File: config.mk
export PLATFORM = sky130hd
export DESIGN_NAME = timestamp_event_postprocessor
export DESIGN_NICKNAME = d
export VERILOG_FILES = /design/src/design/tsep_pkg.sv /design/src/design/timestamp_event_postprocessor.sv /design/src/design/tsep_cfg_regs.sv
export SDC_FILE = /design/constraint.sdc
export NUM_CORES = 1
export LEC_CHECK = 0
export ABC_CLOCK_PERIOD_IN_PS = 4710
export CAP_MARGIN = 20
export CORE_MARGIN = 2
export CORE_UTILIZATION = 49
export DETAILED_ROUTE_END_ITERATION = 7
export DONT_BUFFER_PORTS = 1
export GPL_TIMING_DRIVEN = 0
export SYNTH_ARGS = -nofsm -noshare
export SYNTH_HDL_FRONTEND = slang
export SYNTH_SLANG_ARGS = --single-unit
File: constraint.sdc
create_clock -name clk_i -period 4.71 [get_ports clk_i]
set_clock_uncertainty 0.1 [all_clocks]
set_input_delay 0.2355 -clock clk_i [delete_from_list [all_inputs] [get_ports clk_i]]
set_output_delay 0.2355 -clock clk_i [all_outputs]
set_load 0.02 [all_outputs]
File: src/design/tsep_pkg.sv
// Shared types and constants for the timestamp event postprocessor.
`default_nettype none

package tsep_pkg;

  localparam int unsigned WordWidth  = 32;
  localparam int unsigned EventWidth = 64;
  localparam int unsigned CountWidth = 31;
  localparam int unsigned ModeWidth  = 2;
  localparam int unsigned AddrWidth  = 2;
  localparam int unsigned CfgWidth   = 64;

  localparam logic [AddrWidth-1:0] RegOutputMode = 2'd0;
  localparam logic [AddrWidth-1:0] RegSwapHalves = 2'd1;
  localparam logic [AddrWidth-1:0] RegEventLimit = 2'd2;
  localparam logic [AddrWidth-1:0] RegTimeOffset = 2'd3;

  localparam logic [ModeWidth-1:0] ModeRaw       = 2'd0;
  localparam logic [ModeWidth-1:0] ModeSwappable = 2'd1;

  typedef struct packed {
    logic [ModeWidth-1:0]  output_mode;
    logic                  swap_halves;
    logic [CountWidth-1:0] event_limit;
    logic [EventWidth-1:0] time_offset;
  } cfg_t;

endpackage

`default_nettype wire

File: src/design/timestamp_event_postprocessor.sv
// Top level of the timestamp event postprocessor.
//
// Input channel: one 32-bit readback word per item (stream_word_i), valid/stall.
// Even words are low halves, odd words high halves of a 64-bit event.
// Output channel: event_data_o, is_raw_o, limit_reached_o, valid/stall.
// Raw mode emits every word; processed modes emit one item per nonzero pair,
// offset-corrected and optionally half-swapped in mode 1.
// Config: write-only port (cfg_we_i, cfg_addr_i, cfg_wdata_i), written while idle.
// An accepted word is held in the input register; its result is registered in
// the result register that drives the outputs. Throughput: one word per cycle
// unless the receiver stalls, set by the input/result register pair around the 64-bit adder.
// Once the event limit is reached all further words are dropped until reset.
// Reset clears the config, the pair position, the event count and the halt.
// When the receiver stalls, the result register holds; one more word is taken
// into the input register if it is empty, then in_stall_o rises until the result is taken.
`default_nettype none

module timestamp_event_postprocessor (
  input  wire logic                            clk_i,
  input  wire logic                            rst_ni,
  input  wire logic                            in_valid_i,
  output logic                                 in_stall_o,
  input  wire logic [tsep_pkg::WordWidth-1:0]  stream_word_i,
  output logic                                 out_valid_o,
  input  wire logic                            out_stall_i,
  output logic [tsep_pkg::EventWidth-1:0]      event_data_o,
  output logic                                 is_raw_o,
  output logic                                 limit_reached_o,
  input  wire logic                            cfg_we_i,
  input  wire logic [tsep_pkg::AddrWidth-1:0]  cfg_addr_i,
  input  wire logic [tsep_pkg::CfgWidth-1:0]   cfg_wdata_i
);

  tsep_pkg::cfg_t cfg;

  tsep_cfg_regs u_cfg_regs (
    .clk_i      (clk_i),
    .rst_ni     (rst_ni),
    .cfg_we_i   (cfg_we_i),
    .cfg_addr_i (cfg_addr_i),
    .cfg_wdata_i(cfg_wdata_i),
    .cfg_o      (cfg)
  );

  logic                             s1_valid_q, s1_valid_d;
  logic [tsep_pkg::WordWidth-1:0]   s1_word_q, s1_word_d;
  logic [tsep_pkg::WordWidth-1:0]   low_q, low_d;
  logic                             have_q, have_d;
  logic [tsep_pkg::CountWidth-1:0]  count_q, count_d;
  logic                             halted_q, halted_d;
  logic                             out_valid_q, out_valid_d;
  logic [tsep_pkg::EventWidth-1:0]  data_q, data_d;
  logic                             raw_q, raw_d;
  logic                             hit_q, hit_d;

  logic                             out_ready;
  logic                             process;
  logic [tsep_pkg::EventWidth-1:0]  pair;
  logic [tsep_pkg::EventWidth-1:0]  sum;
  logic [tsep_pkg::CountWidth-1:0]  count_inc;
  logic                             limit_on;
  logic                             hit_c;
  logic                             emit;

  assign out_ready  = !out_valid_q || !out_stall_i;
  assign in_stall_o = s1_valid_q && !out_ready;
  assign process    = s1_valid_q && out_ready && !halted_q;

  assign pair      = {s1_word_q, low_q};
  assign sum       = pair + cfg.time_offset;
  assign count_inc = count_q + tsep_pkg::CountWidth'(1);
  assign limit_on  = cfg.event_limit != '0;
  assign hit_c     = limit_on && (count_inc >= cfg.event_limit);

  always_comb begin
    low_d    = low_q;
    have_d   = have_q;
    count_d  = count_q;
    halted_d = halted_q;
    emit     = 1'b0;
    data_d   = data_q;
    raw_d    = raw_q;
    hit_d    = hit_q;
    if (process) begin
      if (cfg.output_mode == tsep_pkg::ModeRaw) begin
        emit   = 1'b1;
        data_d = {{(tsep_pkg::EventWidth-tsep_pkg::WordWidth){1'b0}}, s1_word_q};
        raw_d  = 1'b1;
        hit_d  = 1'b0;
        if (have_q) begin
          have_d = 1'b0;
          if (limit_on) begin
            count_d  = count_inc;
            halted_d = hit_c;
            hit_d    = hit_c;
          end
        end else begin
          low_d  = s1_word_q;
          have_d = 1'b1;
        end
      end else if (!have_q) begin
        low_d  = s1_word_q;
        have_d = 1'b1;
      end else begin
        have_d = 1'b0;
        if (pair != '0) begin
          emit  = 1'b1;
          raw_d = 1'b0;
          hit_d = 1'b0;
          if (cfg.output_mode == tsep_pkg::ModeSwappable && cfg.swap_halves) begin
            data_d = {sum[tsep_pkg::WordWidth-1:0],
                      sum[tsep_pkg::EventWidth-1:tsep_pkg::WordWidth]};
          end else begin
            data_d = sum;
          end
          if (limit_on) begin
            count_d  = count_inc;
            halted_d = hit_c;
            hit_d    = hit_c;
          end
        end
      end
    end
  end

  always_comb begin
    s1_valid_d  = s1_valid_q;
    s1_word_d   = s1_word_q;
    out_valid_d = out_valid_q;
    if (!in_stall_o) begin
      s1_valid_d = in_valid_i;
      if (in_valid_i) begin
        s1_word_d = stream_word_i;
      end
    end
    if (out_ready) begin
      out_valid_d = emit;
    end
  end

  always_ff @(posedge clk_i or negedge rst_ni) begin
    if (!rst_ni) begin
      s1_valid_q  <= 1'b0;
      have_q      <= 1'b0;
      count_q     <= '0;
      halted_q    <= 1'b0;
      out_valid_q <= 1'b0;
      low_q       <= '0;
    end else begin
      s1_valid_q  <= s1_valid_d;
      have_q      <= have_d;
      count_q     <= count_d;
      halted_q    <= halted_d;
      out_valid_q <= out_valid_d;
      low_q       <= low_d;
    end
  end

  always_ff @(posedge clk_i) begin
    s1_word_q <= s1_word_d;
    data_q    <= data_d;
    raw_q     <= raw_d;
    hit_q     <= hit_d;
  end

  assign out_valid_o     = out_valid_q;
  assign event_data_o    = data_q;
  assign is_raw_o        = raw_q;
  assign limit_reached_o = hit_q;

endmodule

`default_nettype wire

File: src/design/tsep_cfg_regs.sv
// Configuration register file for the timestamp event postprocessor.
`default_nettype none

module tsep_cfg_regs (
  input  wire logic                           clk_i,
  input  wire logic                           rst_ni,
  input  wire logic                           cfg_we_i,
  input  wire logic [tsep_pkg::AddrWidth-1:0] cfg_addr_i,
  input  wire logic [tsep_pkg::CfgWidth-1:0]  cfg_wdata_i,
  output tsep_pkg::cfg_t                      cfg_o
);

  tsep_pkg::cfg_t cfg_q;

  always_ff @(posedge clk_i or negedge rst_ni) begin
    if (!rst_ni) begin
      cfg_q <= '0;
    end else if (cfg_we_i) begin
      unique case (cfg_addr_i)
        tsep_pkg::RegOutputMode: begin
          cfg_q.output_mode <= cfg_wdata_i[tsep_pkg::ModeWidth-1:0];
        end
        tsep_pkg::RegSwapHalves: begin
          cfg_q.swap_halves <= cfg_wdata_i[0];
        end
        tsep_pkg::RegEventLimit: begin
          cfg_q.event_limit <= cfg_wdata_i[tsep_pkg::CountWidth-1:0];
        end
        tsep_pkg::RegTimeOffset: begin
          cfg_q.time_offset <= cfg_wdata_i[tsep_pkg::EventWidth-1:0];
        end
      endcase
    end
  end

  assign cfg_o = cfg_q;

endmodule

`default_nettype wire

==> results.ini <==
[run_status]
status=finished clean

[setup_path]
crit_path_max_incr_delay_ps=420
worst-setup-path-type=reg -> reg
path_cells=clkbuf_1, nand2_1, nor4_4, nand3_1, nor2_1, nand2_1, nor2_1, and3_1, xor2_1, ha_1, nand4_1, nor3_1, a41o_1, a21o_1, a211oi_1, a31oi_1, nor3b_1
cp.arrival_ps=4790
crit_required_ps=4960
critPathCaptureType=flip-flop
worst_path_max_delay_cell=nor4_4
startpoint_type=flip-flop
critPathMaxFanout=6

[synthesis]
syn_nets=1701
ys_ff_latch=263
postSynthAreaPerCell_sq_um=10.6
netlist_top_cells_area=dfrtp_1 (26%), edfxtp_1 (19%), mux2_2 (9.3%)
synth_top_area_cell=dfrtp_1
netlist_instances=1502
synth.most_common_cell=dfrtp_1
syn_area_sq_mm=0.0159
yosys_warnings=0
ys_async_sr_fraction=0.627
ys_seq_area_frac=0.445
synth.distinct_cells=84
synth_top_area_share=0.260
synth_commonest_cells=dfrtp_1 (165), nand2_1 (134), mux2_2 (131), edfxtp_1 (98), ha_1 (95)
synth_edf_count=98
ys.flop_type=dfrtp_1

[global_route]
antenna_found_initial=1
grt_max_degree=166
grt_pass1_wl_microns=74800
grtUsageTotal=0.297
overflow=0
grt_pass1_vias=12400

[sta]
hold_violations=0
setup_viol=0
rsz0062_at_grt=false
tns_ps=0
period_share=0.962
setup_ws_ps=178
final_max_slew_viol_count=0
final.min_clock_period_ps=4530
worst_slew_pin_slew_ps=986
slew_headroom=0.341
max_freq_mhz=221

[routing]
drc=0
initialDrtViolationCount=980
first_pass_iters=5
wl_microns=50400
wl_per_cell_microns=24.5
viasPerCell=6.13
vias=12600
ant_nets=0

[cells_and_area]
instances_no_fill=2060
final_area_sq_mm=0.0185
area_growth_pct=16.3
drive_above_1_share=0.140
diodes=0
nets=1835

[floorplan]
dieHeight_microns=184
die_w_microns=184
initial_utilization=0.501
io_pins=171
die-area_sq_mm=0.0339
core_region_area_sq_mm=0.0317
rows=65

[clocking]
cts_max_path_buffers=3
cts_tree=built
cts_setup_buffers=0
clkLatencyLatePin_ps=560
root_buffer=clkbuf_16
h-tree-depth=1
cts-buffers-inserted=28
clkTransAtPathRegs_ps=60
clock-sinks=263

[place]
placed_cell_area_sq_mm=0.0164
dpl_worst_slack_ps=-126
gp_congestion=0.954
portBuffers=0
place_inst=1905
place_hpwl_microns=38400

[pwr]
power_density_mw_per_mm2=615
peakVddDrop_mv=0.339
p_leak_nw=7.86

[job]
drv_cap=0

[min_path]
hp-class=in -> reg

path summary, 6_finish.rpt:
check | from | depth (start not counted) | end | slack, ps
max in group asynchronous | rst_ni | 2 | u_cfg_regs.cfg_o[42] | 3560
setup reg to reg | count_q[6] | 17 | limit_reached_o | 180
hold reg to reg | halted_q | 1 | halted_q | 350
setup / recovery | count_q[6] | 17 | limit_reached_o | 180
min in group asynchronous | rst_ni | 2 | u_cfg_regs.cfg_o[90] | 240
hold / removal | cfg_addr_i[1] | 2 | u_cfg_regs.cfg_o[94] | 40
worst max-delay path: cells and delay by family (launching register included):
family / cells / cell delay, ps
compound gates: 4 / 690
simple gates: 10 / 2570
xor+xnor: 1 / 100
fa+ha+maj: 1 / 280
buf+inv: 1 / 260
flops: 1 / 320
state kept, by name, indices dropped and copies added (netlist names):
name and count:
s1_valid_q 1, count_q 31, event_data_o 64, low_q 32, u_cfg_regs.cfg_o 98, s1_word_q 32, out_valid_o 1, have_q 1
is_raw_o 1, halted_q 1, limit_reached_o 1
cell type report:
type	count	area, sq um
Fill cell	2740	13200
Multi-Input combinational cell	1116	8270
Sequential cell	263	7070
Timing Repair Buffer	105	1090
Clock buffer	31	733
Tap cell	402	503
Buffer	72	380
Clock inverter	21	236
Inverter	50	188
stage by stage:
step / total power [mW] / hold WS, ps / utilization
5_1_grt: 12.0 / 44.6 / 0.582
4_1_cts: 11.3 / 14.4 / 0.582
3_3_place_gp: 8.80 / -156 / 0.517
6_report: 11.4 / 39.1 / 0.582
3_5_place_dp: 8.84 / -157 / 0.518
2_1_floorplan: 7.30 / -160 / -
routing by layer:
layer  GRT usage  vias up  wire (microns)
met1       0.386     6212           21200
met4       0.104        0            1870
li1            -     5831               -
met2       0.503      475           23900
met3      0.0466      113            3460
met5           0        -               0
layout by cell type (no fill, tap or decap), types with 31 or more instances in the layout:
master,count
a21o_1,56
nor2_1,76
dlygate4sd3_1,103
ha_1,95
nand3_1,31
mux2_2,131
edfxtp_1,98
nand4_1,36
xnor2_1,71
a21oi_1,84
xor2_1,46
dfrtp_1,165
o21ai_0,63
clkbuf_1,46
inv_1,50
nand2_1,134
nor4_1,32
report_power, final:
group	internal, mW	switching (mW)
Clock	1.39	0.934
Combinational	1.95	3.12
Sequential	3.19	0.776
Total	6.54	4.83
timing repair:
| action | CTS | global route |
|---|---|---|
| hold buffers | 104 | 0 |
| endpoints found under the setup margin | 1 | 1 |
| cloned | 0 | 0 |
| hold endpoints to repair | 298 | 0 |
| gates resized for setup | 2 | 1 |
cells by family after synthesis:
kind of cell / after synthesis / synth area share
simple gates: 408 / 0.126
compound gates: 355 / 0.154
xor+xnor: 117 / 0.0645
flops: 263 / 0.445
fa+ha+maj: 96 / 0.0761
buf+inv: 123 / 0.0360
mux: 140 / 0.0985
No activity file was read; power rests on OpenSTA's default activity.
